==> src/design/tpt_pkg.sv <==
// Shared widths, constants and types for the TLB page table translator.
`timescale 1ns / 1ps

package tpt_pkg;

   // Field widths of the request, response and control word
   localparam int VA_W     = 16;
   localparam int PAGE_W   = 8;
   localparam int OFFSET_W = 8;
   localparam int FRAME_W  = 8;
   localparam int LIMIT_W  = 5;
   localparam int NFF_W    = 9;

   // TLB limit after reset
   localparam logic [LIMIT_W-1:0] LIMIT_RESET = 5'd16;

   typedef logic [PAGE_W-1:0]   page_type;
   typedef logic [OFFSET_W-1:0] offset_type;
   typedef logic [FRAME_W-1:0]  frame_type;

endpackage

==> src/design/tlb_page_table_translator.sv <==
// TLB page table translator: LRU fully associative TLB plus a demand-paged page table.
`timescale 1ns / 1ps

// Translates one 16-bit virtual address (page in bits 15..8, offset in bits 7..0) per
// request word into a physical address frame*256+offset, flagging a TLB hit and a page
// fault. Each word is accepted in S_IDLE, then in S_LOOK all TLB entries are
// compared at once and the page table RAM is read (or written with the next free
// frame on a fault), and in S_DATA the registered RAM data returns and the response
// register is loaded. A further request is taken while a finished response waits in the
// output register, and the block holds in S_DATA only while that register is still full
// and stalled. csr_wr_data sets the number of TLB entries in use before the oldest is
// evicted (0 acts as 1, values above TLB_DEPTH act as TLB_DEPTH); write it only while the
// block is idle. There is no clearing pass after reset: residency is held in flip-flops.
module tlb_page_table_translator #(
   parameter int TLB_DEPTH  = 16,
   parameter int PAGE_COUNT = 256
) (
   input  logic                          clock,
   input  logic                          reset,
   // request channel
   input  logic                          req_valid,
   output logic                          req_stall,
   input  logic [tpt_pkg::VA_W-1:0]      req_virt_addr,
   // response channel
   output logic                          rsp_valid,
   input  logic                          rsp_stall,
   output logic [tpt_pkg::VA_W-1:0]      rsp_phys_addr,
   output logic                          rsp_tlb_hit,
   output logic                          rsp_page_fault,
   // control register
   input  logic                          csr_wr_en,
   input  logic [tpt_pkg::LIMIT_W-1:0]   csr_wr_data
);

   localparam int CNT_W  = $clog2(TLB_DEPTH + 1);
   localparam int IDX_W  = (TLB_DEPTH > 1) ? $clog2(TLB_DEPTH) : 1;
   localparam int CMP_W  = (CNT_W > tpt_pkg::LIMIT_W) ? CNT_W : tpt_pkg::LIMIT_W;
   localparam int PIDX_W = $clog2(PAGE_COUNT);
   localparam int TAB_N  = 1 << tpt_pkg::PAGE_W;

   localparam logic [1:0] S_IDLE = 2'd0;
   localparam logic [1:0] S_LOOK = 2'd1;
   localparam logic [1:0] S_DATA = 2'd2;

   // page number to page table index, worked out at elaboration
   function automatic logic [TAB_N*PIDX_W-1:0] build_idx_table();
      logic [TAB_N*PIDX_W-1:0] t;
      t = '0;
      for (int v = 0; v < TAB_N; v++) begin
         t[v*PIDX_W +: PIDX_W] = PIDX_W'(v % PAGE_COUNT);
      end
      return t;
   endfunction

   localparam logic [TAB_N*PIDX_W-1:0] IDX_TABLE = build_idx_table();

   // control state
   logic [1:0]                     state_ff, state_in;
   logic [tpt_pkg::LIMIT_W-1:0]    tlb_limit_ff;
   logic [CNT_W-1:0]               tlb_count_ff, tlb_count_in;
   logic [PAGE_COUNT-1:0]          resident_ff;
   logic [tpt_pkg::NFF_W-1:0]      next_free_ff;
   logic                           rsp_valid_ff;

   // TLB contents and per-word payload
   tpt_pkg::page_type              tlb_pages_ff [TLB_DEPTH];
   tpt_pkg::page_type              tlb_pages_in [TLB_DEPTH];
   tpt_pkg::page_type              tlb_up       [TLB_DEPTH];
   tpt_pkg::page_type              page_ff;
   tpt_pkg::offset_type            offset_ff;
   logic [PIDX_W-1:0]              idx_ff;
   logic                           hit_ff;
   logic                           fault_ff;
   tpt_pkg::frame_type             new_frame_ff;
   logic [tpt_pkg::VA_W-1:0]       rsp_phys_addr_ff;
   logic                           rsp_tlb_hit_ff;
   logic                           rsp_page_fault_ff;

   logic                           req_take;
   logic                           rsp_load;
   logic                           look;
   logic [TLB_DEPTH-1:0]           match;
   logic                           hit;
   logic [IDX_W-1:0]               hit_idx;
   logic [CMP_W-1:0]               limit_ext;
   logic [CMP_W-1:0]               eff_limit;
   logic                           evict;
   logic [CNT_W-1:0]               rem_pos;
   logic [CNT_W-1:0]               last_pos;
   logic                           fault;
   tpt_pkg::frame_type             ram_rd_data;
   tpt_pkg::frame_type             frame;

   assign req_stall = (state_ff != S_IDLE);
   assign req_take  = req_valid && !req_stall;
   assign look      = (state_ff == S_LOOK);
   assign rsp_load  = (state_ff == S_DATA) && (!rsp_valid_ff || !rsp_stall);

   // neighbour one slot newer, used when entries close up towards the old end
   for (genvar g = 0; g < TLB_DEPTH; g++) begin : g_up
      if (g < TLB_DEPTH - 1) begin : g_mid
         assign tlb_up[g] = tlb_pages_ff[g+1];
      end else begin : g_top
         assign tlb_up[g] = tlb_pages_ff[g];
      end
   end

   // parallel tag compare over the live entries, lowest position wins
   always_comb begin
      hit_idx = '0;
      for (int i = 0; i < TLB_DEPTH; i++) begin
         match[i] = (CNT_W'(i) < tlb_count_ff) && (tlb_pages_ff[i] == page_ff);
      end
      for (int i = TLB_DEPTH - 1; i >= 0; i--) begin
         if (match[i]) begin
            hit_idx = IDX_W'(i);
         end
      end
      hit = |match;
   end

   // clamp the limit to 1..TLB_DEPTH
   always_comb begin
      limit_ext = CMP_W'(tlb_limit_ff);
      if (limit_ext == '0) begin
         eff_limit = CMP_W'(1);
      end else if (limit_ext > CMP_W'(TLB_DEPTH)) begin
         eff_limit = CMP_W'(TLB_DEPTH);
      end else begin
         eff_limit = limit_ext;
      end
      evict = (CMP_W'(tlb_count_ff) >= eff_limit);
   end

   // LRU update: drop one entry (hit position or oldest) then put page at newest end
   always_comb begin
      if (hit) begin
         rem_pos  = CNT_W'(hit_idx);
         last_pos = tlb_count_ff - CNT_W'(1);
      end else if (evict) begin
         rem_pos  = '0;
         last_pos = tlb_count_ff - CNT_W'(1);
      end else begin
         rem_pos  = tlb_count_ff;
         last_pos = tlb_count_ff;
      end
      for (int i = 0; i < TLB_DEPTH; i++) begin
         if (CNT_W'(i) < rem_pos) begin
            tlb_pages_in[i] = tlb_pages_ff[i];
         end else if (CNT_W'(i) < last_pos) begin
            tlb_pages_in[i] = tlb_up[i];
         end else if (CNT_W'(i) == last_pos) begin
            tlb_pages_in[i] = page_ff;
         end else begin
            tlb_pages_in[i] = tlb_pages_ff[i];
         end
      end
      tlb_count_in = last_pos + CNT_W'(1);
   end

   // page not yet resident on a TLB miss: hand out next frame
   assign fault = !hit && !resident_ff[idx_ff];

   // sequencer
   always_comb begin
      state_in = state_ff;
      case (state_ff)
         S_IDLE: begin
            if (req_take) begin
               state_in = S_LOOK;
            end
         end
         S_LOOK: begin
            state_in = S_DATA;
         end
         S_DATA: begin
            if (rsp_load) begin
               state_in = S_IDLE;
            end
         end
         default: begin
            state_in = S_IDLE;
         end
      endcase
   end

   // control registers
   always_ff @(posedge clock) begin
      if (reset) begin
         state_ff     <= S_IDLE;
         tlb_limit_ff <= tpt_pkg::LIMIT_RESET;
         tlb_count_ff <= '0;
         resident_ff  <= '0;
         next_free_ff <= '0;
         rsp_valid_ff <= 1'b0;
      end else begin
         state_ff <= state_in;
         if (csr_wr_en) begin
            tlb_limit_ff <= csr_wr_data;
         end
         if (look) begin
            tlb_count_ff <= tlb_count_in;
            if (fault) begin
               resident_ff[idx_ff] <= 1'b1;
               next_free_ff        <= next_free_ff + tpt_pkg::NFF_W'(1);
            end
         end
         if (rsp_load) begin
            rsp_valid_ff <= 1'b1;
         end else if (!rsp_stall) begin
            rsp_valid_ff <= 1'b0;
         end
      end
   end

   // payload registers
   always_ff @(posedge clock) begin
      if (req_take) begin
         page_ff   <= req_virt_addr[tpt_pkg::VA_W-1 -: tpt_pkg::PAGE_W];
         offset_ff <= req_virt_addr[tpt_pkg::OFFSET_W-1:0];
         idx_ff    <= IDX_TABLE[req_virt_addr[tpt_pkg::VA_W-1 -: tpt_pkg::PAGE_W]*PIDX_W +: PIDX_W];
      end
      if (look) begin
         tlb_pages_ff <= tlb_pages_in;
         hit_ff       <= hit;
         fault_ff     <= fault;
         new_frame_ff <= next_free_ff[tpt_pkg::FRAME_W-1:0];
      end
      if (rsp_load) begin
         rsp_phys_addr_ff  <= {frame, offset_ff};
         rsp_tlb_hit_ff    <= hit_ff;
         rsp_page_fault_ff <= fault_ff;
      end
   end

   // page table: frame of each page
   tpt_ram #(
      .WIDTH (tpt_pkg::FRAME_W),
      .DEPTH (PAGE_COUNT)
   ) u_page_ram (
      .clock   (clock),
      .wr_en   (look && fault),
      .wr_addr (idx_ff),
      .wr_data (next_free_ff[tpt_pkg::FRAME_W-1:0]),
      .rd_en   (look),
      .rd_addr (idx_ff),
      .rd_data (ram_rd_data)
   );

   // a fault's frame was just written, so the read returned stale data
   assign frame = fault_ff ? new_frame_ff : ram_rd_data;

   assign rsp_valid      = rsp_valid_ff;
   assign rsp_phys_addr  = rsp_phys_addr_ff;
   assign rsp_tlb_hit    = rsp_tlb_hit_ff;
   assign rsp_page_fault = rsp_page_fault_ff;

endmodule

==> src/design/tpt_ram.sv <==
// Generic simple dual-port RAM: one write port, one read port with registered data.
`timescale 1ns / 1ps

module tpt_ram #(
   parameter int WIDTH = 8,
   parameter int DEPTH = 256
) (
   input  logic                     clock,
   input  logic                     wr_en,
   input  logic [$clog2(DEPTH)-1:0] wr_addr,
   input  logic [WIDTH-1:0]         wr_data,
   input  logic                     rd_en,
   input  logic [$clog2(DEPTH)-1:0] rd_addr,
   output logic [WIDTH-1:0]         rd_data
);

   logic [WIDTH-1:0] mem_ff [DEPTH];

   // write port
   always_ff @(posedge clock) begin
      if (wr_en) begin
         mem_ff[wr_addr] <= wr_data;
      end
   end

   // registered read, data holds while rd_en is low
   always_ff @(posedge clock) begin
      if (rd_en) begin
         rd_data <= mem_ff[rd_addr];
      end
   end

endmodule

==> config.mk <==
export PLATFORM = sky130hd
export DESIGN_NAME = tlb_page_table_translator
export DESIGN_NICKNAME = d
export VERILOG_FILES = /design/src/design/tpt_pkg.sv /design/src/design/tlb_page_table_translator.sv /design/src/design/tpt_ram.sv
export SDC_FILE = /design/constraint.sdc
export NUM_CORES = 2
export LEC_CHECK = 0
export BUFFER_PORTS_ARGS = -buffer_cell sky130_fd_sc_hd__buf_2
export CORE_UTILIZATION = 45
export DETAILED_ROUTE_END_ITERATION = 10
export PLACE_DENSITY_LB_ADDON = 0.2
export RECOVER_POWER = 50
export SLEW_MARGIN = 20
export SYNTH_ARGS = -nofsm -noshare
export SYNTH_HDL_FRONTEND = slang
export SYNTH_SLANG_ARGS = --single-unit
==> constraint.sdc <==
create_clock -name clock -period 8.8 [get_ports clock]
set_clock_uncertainty 0.1 [all_clocks]
set_input_delay 0.44 -clock clock [delete_from_list [all_inputs] [get_ports clock]]
set_output_delay 0.44 -clock clock [all_outputs]
set_load 0.005 [all_outputs]
== After elaboration in Yosys (flattened, before gate mapping) ==
Memory sizes are Yosys's and may differ from the RTL's. A register that Yosys moved wholly into a read port is not among the register bits.
Index checks and enable logic that the tools add are counted.

* Bits in registers: 458
* Bits in writable memories: 2048
* Input bits: 26
* Output and inout port bits: 20
* Logic and storage cells: 271
* Memories: 1

{| class="wikitable"
|+ Memory list
! name !! words !! bits a word !! rd ports !! clocked after Yosys merged registers in !! write ports !! RTL line !! source
|-
| u_page_ram.mem_ff || 256 || 8 || 1 || 1 || 1 || tpt_ram.sv:17 || <nowiki>logic [WIDTH-1:0] mem_ff [DEPTH];</nowiki>
|}

* Add/sub/neg operators: 3
* $lt $le $gt $ge: 52
* Equal/unequal tests: 36
* Shift-type cells: 1
* Mux-type cells: 64
* Bitwise gates (word level): 18
* Reductions and logical operators: 65

{| class="wikitable"
|+ Operators with widths
! cell !! count
|-
| variable part select 2048 x 12 -> 8 bit, first input constant || 1
|-
| OR 256 bit || 1
|-
| two-way mux 8 bit || 31
|-
| equality test 8 bit || 16
|-
| < comparator 4 x 5 -> 1 bit, first input constant || 24
|-
| two-way mux 4 bit || 16
|-
| < comparator 3 x 5 -> 1 bit, first input constant || 12
|-
| AND reduction 3 bit || 15
|-
| equality test 4 x 5 -> 1 bit, first input constant || 8
|-
| nonzero test 2 bit || 16
|-
| < comparator 1 x 5 -> 1 bit, first input constant || 6
|-
| < comparator 2 x 5 -> 1 bit, first input constant || 6
|-
| two-way mux 5 bit || 6
|-
| logical AND 1 bit || 21
|-
| equality test 3 x 5 -> 1 bit, first input constant || 4
|-
| NOT 1 bit || 17
|-
| OR reduction 16 bit || 1
|-
| equality test 2 x 5 -> 1 bit, first input constant || 2
|-
| logical NOT 5 bit || 2
|-
| adder 9 x 1 -> 9 bit, second input constant || 1
|-
| < comparator 8 x 9 -> 1 bit, second input constant || 1
|-
| binary-select mux 1 bit (select 8 bit) || 1
|-
| demux 1 bit (select 8 bit) || 1
|-
| greater-or-equal comparator 8 x 1 -> 1 bit, second input constant || 1
|-
| 17 further kinds || 29
|}

== Depth between registers and ports, before layout ==
* Depth in word-level cells: 22
* Depth in mapped cells: 18

== Modules after synthesis ==
Synthesis repeated with hierarchy kept, for this count alone.

* Cells, all modules: 5337
* Area total of the unflattened synthesis: 100103.5 um^2

{| class="wikitable"
|+ By module, submodules not included
! module !! instances !! cells each !! area each (um^2) !! seq. area each (um^2)
|-
| tpt_ram || 1 || 3733 || 79636.4 || 61739.2
|-
| tlb_page_table_translator || 1 || 1604 || 20467.1 || 10710.3
|}

== Worst setup path before layout ==
Ideal clock, no wire load.

* Path type: register to register
* Start point: reg tlb_count_ff[0]
* End point: reg tlb_pages_ff[10] (netlist bit), enable pin
* Arrival: 4972 ps
* Data required time: 8281 ps
* Slack: 3308 ps
* Cell stages (with the launch flop): 18
* Buffers on the path: 3
* Cell sequence: dfxtp_1 clkbuf_1 inv_1 ha_1 nand2b_1 a21o_1 a21o_1 a21oi_1 o21ai_1 clkinv_1 ha_1 clkbuf_1 nor2_1 nand4_1 o211ai_1 clkbuf_1 nor3_1 a2111oi_0

* Word-level cells in the longest chain between the ends: 22
* Elaborated cells on any way between the ends: 61
* Those cells by class: 1 x add/sub; 19 x order compare; 1 x eq/ne; 20 x mux; 1 x bitwise; 19 x reduce/logical

{| class="wikitable"
|+ RTL lines
! what !! RTL line !! source
|-
| start: declaration || tlb_page_table_translator.sv:60 || <nowiki>logic [CNT_W-1:0] tlb_count_ff, tlb_count_in;</nowiki>
|-
| start signal: assignment || tlb_page_table_translator.sv:202 || <nowiki>tlb_count_ff <= tlb_count_in;</nowiki>
|-
| < comparator 4 x 5 -> 1 bit || tlb_page_table_translator.sv:112 || <nowiki>match[i] = (CNT_W'(i) < tlb_count_ff) && (tlb_pages_ff[i] == page_ff);</nowiki>
|-
| logical AND 1 bit || tlb_page_table_translator.sv:112 ||
|-
| two-way mux 4 bit (16 in series) || tlb_page_table_translator.sv:115 || <nowiki>if (match[i]) begin</nowiki>
|-
| two-way mux 5 bit || tlb_page_table_translator.sv:137 || <nowiki>if (hit) begin</nowiki>
|-
| < comparator 4 x 5 -> 1 bit || tlb_page_table_translator.sv:148 || <nowiki>if (CNT_W'(i) < rem_pos) begin</nowiki>
|-
| NOT 1 bit (no line) || - ||
|-
| AND reduction 3 bit (no line) * || - ||
|-
| end signal: assignment || tlb_page_table_translator.sv:224 || <nowiki>tlb_pages_ff <= tlb_pages_in;</nowiki>
|-
| end: declaration || tlb_page_table_translator.sv:66 || <nowiki>tpt_pkg::page_type tlb_pages_ff [TLB_DEPTH];</nowiki>
|}

Mark *: on every way between the ends. The rest lies on a longest branch, timed or not.
A chain may end at the register's enable or synchronous reset.

== Final worst setup path ==
* Start point: in reset
* End point: reg resident_ff[234]

{| class="wikitable"
|+ RTL lines
! what !! RTL line !! source
|-
| start: declaration || tlb_page_table_translator.sv:19 || <nowiki>input logic reset,</nowiki>
|-
| end signal: assignment || tlb_page_table_translator.sv:193 || <nowiki>resident_ff <= '0;</nowiki>
|-
| end signal: indexed assignment || tlb_page_table_translator.sv:204 || <nowiki>resident_ff[idx_ff] <= 1'b1;</nowiki>
|-
| end: declaration || tlb_page_table_translator.sv:61 || <nowiki>logic [PAGE_COUNT-1:0] resident_ff;</nowiki>
|}

No word-level cell between the ends.

==> reports/results.tsv <==
metric	value	unit
Register Area	0.0724	mm2
setup ws final	1460	ps
antenna-violating nets left	0	
startpoint types	input port	
FILL cells	17457	
final hold vios	0	
ys flop type	edfxtp_1	
TritonCTS clock tree	done	
VDD IR max	0.208	mV
total wire length	249	mm
routed vias	50362	
I/O pin cnt	46	
asr flop ratio synth	0	
Clock Latency Late Sink	910	ps
Multi-input gate area	0.0264	mm2
pin count of the biggest net entering global routing	224	
worst hold margin	125	ps
hold path start	req_virt_addr[7]	
Synth Area per Inst	20.3	um2
final instance area	0.114	mm2
post_cts resized	0	
RePlAce Congestion	0.834	
CP required	9410	ps
H-tree levels	5	
CTS root buf	clkbuf_16	
Syn Inst Count	4945	
sequential element share of the synthesized area	0.723	
pins over their slew limit	2196	
R2R setup slack	1540	ps
worst hold path endpoint	offset_ff[7]	
worst r2r src	page_ff[4]	
Mapped Nets	4983	
clock sink total	2505	
Max-cap violations	33	
vias in the first global route	51573	
grt ovf	0	
arrival time at the worst endpoint	7960	ps
worst reg2reg path depth	10	
fin crit share	0.834	
core area	0.220	mm2
fmax	136	MHz
Post-Layout Cell Count	8340	
leading cell types in the layout, fill and taps excluded	edfxtp_1, mux4_2, clkbuf_16, dfxtp_1, o2bb2ai_1	
first-pass GRT wire length	363	mm
most common cell after layout, fill and taps aside	edfxtp_1	
post-detailed-route DRC marker count	0	
Area growth syn-to-layout	13.4	%
Cell Rows	172	
max incr delay on CP	4270	ps
Post-Syn Area	0.100	mm2
number of port buffers	45	
status	complete, but fails checks	
final setup fails	0	
post-CTS setup buffer count	0	
Post-synth EDFFs	2228	
crit end category	flip-flop	
slowest stage cell, crit path	clkinvlp_2	
min cycle time layout	7340	ps
Worst Path Max Fanout	148	
Slew @ Worst Pin	5690	ps
failing checks	max-capacitance violations, max-slew violations	
fin util	0.515	
Design Power	26.1	mW
worst setup path class	in -> reg	
Via density	6.04	
Cells after DPL	7832	
clk buf depth	4	
CTS Buf Count	274	
Tightest Hold Check Type	in -> reg	
Leakage	35.5	nW
RR Endpoint	tlb_pages_ff[82]	
Die Height	474	um
yosys warns	0	
GRT Total Usage	0.222	
First DRT Iteration DRCs	5249	
Hold Path Depth	2	
share of layout cells above drive strength 1	0.292	
dpl hpwl	146	mm
setup_tns	0	ps
RSZ-0062 raised after global routing	no	
PwrDens	230	mW/mm2
initial antenna violation count	16	
first-pass detailed-route iteration total	6	
Starting Density	0.455	
Die ar.	0.225	mm2
clk slew on worst S/H paths	60	ps
Yosys reg bits	2505	
Unique masters post-synth	74	
pre-CTS setup slack	2400	ps
Wirelength per Cell	29.8	um
Max-slew headroom	-2.81	
DP Area	0.105	mm2
crit path cell chain	dlygate4sd3_1 > buf_2 > buf_4 > clkinvlp_2 > buf_6 > o2bb2ai_1	
final net count	5225	
DIE WIDTH	474	um
-- critical path: cells and delay by family --
kind	cells	cell delay (ps)
compound gates	1	260
buf+inv	5	7010
-- flip-flops by register name, summed over array words and instances, names as in the netlist --
| signal | flops |
|---|---|
| new_frame_ff | 8 |
| limit_ext | 5 |
| offset_ff | 8 |
| tlb_count_ff | 5 |
| page_ff | 8 |
| fault_ff | 1 |
| tlb_pages_ff | 128 |
| next_free_ff | 8 |
| rsp_tlb_hit | 1 |
| rsp_valid | 1 |
| rsp_phys_addr | 16 |
| state_ff | 2 |
| rsp_page_fault | 1 |
| resident_ff | 256 |
| u_page_ram.rd_data | 8 |
| u_page_ram.mem_ff | 2048 |
| hit_ff | 1 |
-- power breakdown --
part	switching [mW]	internal, mW
registers	0.0790	13.0
logic	1.21	0.893
clock network	4.48	6.50
-- Yosys cell counts, types with 5 or more instances --
cell type | instances | share of area
nand2b_1 | 13 | 0.00081
a22oi_1 | 8 | 0.00060
edfxtp_1 | 2228 | 0.67
o21ai_0 | 18 | 0.00090
clkbuf_1 | 219 | 0.0082
buf_1 | 79 | 0.0030
or2_2 | 8 | 0.00050
a211oi_1 | 13 | 0.00097
a21o_1 | 5 | 0.00037
a21oi_1 | 30 | 0.0015
xor2_1 | 42 | 0.0037
nor2_1 | 114 | 0.0043
a31oi_1 | 22 | 0.0014
nand4_1 | 37 | 0.0023
mux2i_1 | 10 | 0.0010
nand3_1 | 34 | 0.0017
nor3_1 | 221 | 0.011
xnor2_1 | 93 | 0.0081
buf_2 | 53 | 0.0026
nor4_1 | 9 | 0.00056
mux4_2 | 754 | 0.17
o211ai_1 | 17 | 0.0013
dfxtp_1 | 277 | 0.055
and2_1 | 7 | 0.00044
mux2_2 | 123 | 0.014
ha_1 | 12 | 0.0015
nor2b_1 | 7 | 0.00044
nand2_1 | 113 | 0.0042
buf_4 | 10 | 0.00075
o2bb2ai_1 | 256 | 0.022
and3_1 | 6 | 0.00037
or3_1 | 13 | 0.00081
inv_1 | 23 | 0.00086
-- kinds of logic (layout without fill, tap and decap cells) --
group | count (synthesis) | after routing | synth area share
other | 0 | 3 | 0
DFF | 2505 | 2505 | 0.723
xor gates and xnor gates | 135 | 135 | 0.0118
and+or+nand+nor | 597 | 597 | 0.0288
buffers and inverters | 395 | 829 | 0.0166
AOI/OAI and AO/OA | 414 | 414 | 0.0340
adders and majority gates | 12 | 12 | 0.00150
muxes | 887 | 887 | 0.184
-- routing by layer --
layer  part of all wire  global-route usage  up-vias
met4              0.025              0.0620       12
li1                   -                   -    21201
met1               0.42               0.317    26916
met2               0.47               0.346     1871
met5            0.00025                   0        -
met3              0.076              0.0482      362
-- area by class of cell --
class,count,area share
Sequential cell,2505,0.638
Timing Repair Buffer,334,0.0217
Multi-Input combinational cell,2045,0.233
Antenna cell,3,0.0000661
Tap cell,2958,0.0326
Clock inverter,119,0.00984
Inverter,27,0.000969
Clock buffer,349,0.0645
-- worst max-delay path by stage --
stage / start / slack (ps) / endpoint / cells after the start
final: reset / 1460 / resident_ff[234] / 6
after global routing: reset / 1120 / limit_ext[4] / 6
after CTS: page_ff[0] / 2370 / u_page_ram.mem_ff[156][1] / 11
after detailed placement: page_ff[0] / 2400 / u_page_ram.mem_ff[204][5] / 11
after global placement: page_ff[2] / 2440 / u_page_ram.mem_ff[204][0] / 11
after floorplan: tlb_count_ff[0] / 3310 / tlb_pages_ff[10] / 17
-- repair_timing --
item / 4_1_cts / 5_1_grt
endpoints found under the setup margin: 0 / 0
hold buffers: 36 / 0
hold endpoints to repair: 56 / 0
Note: power is estimated with default switching activity, not from simulation.
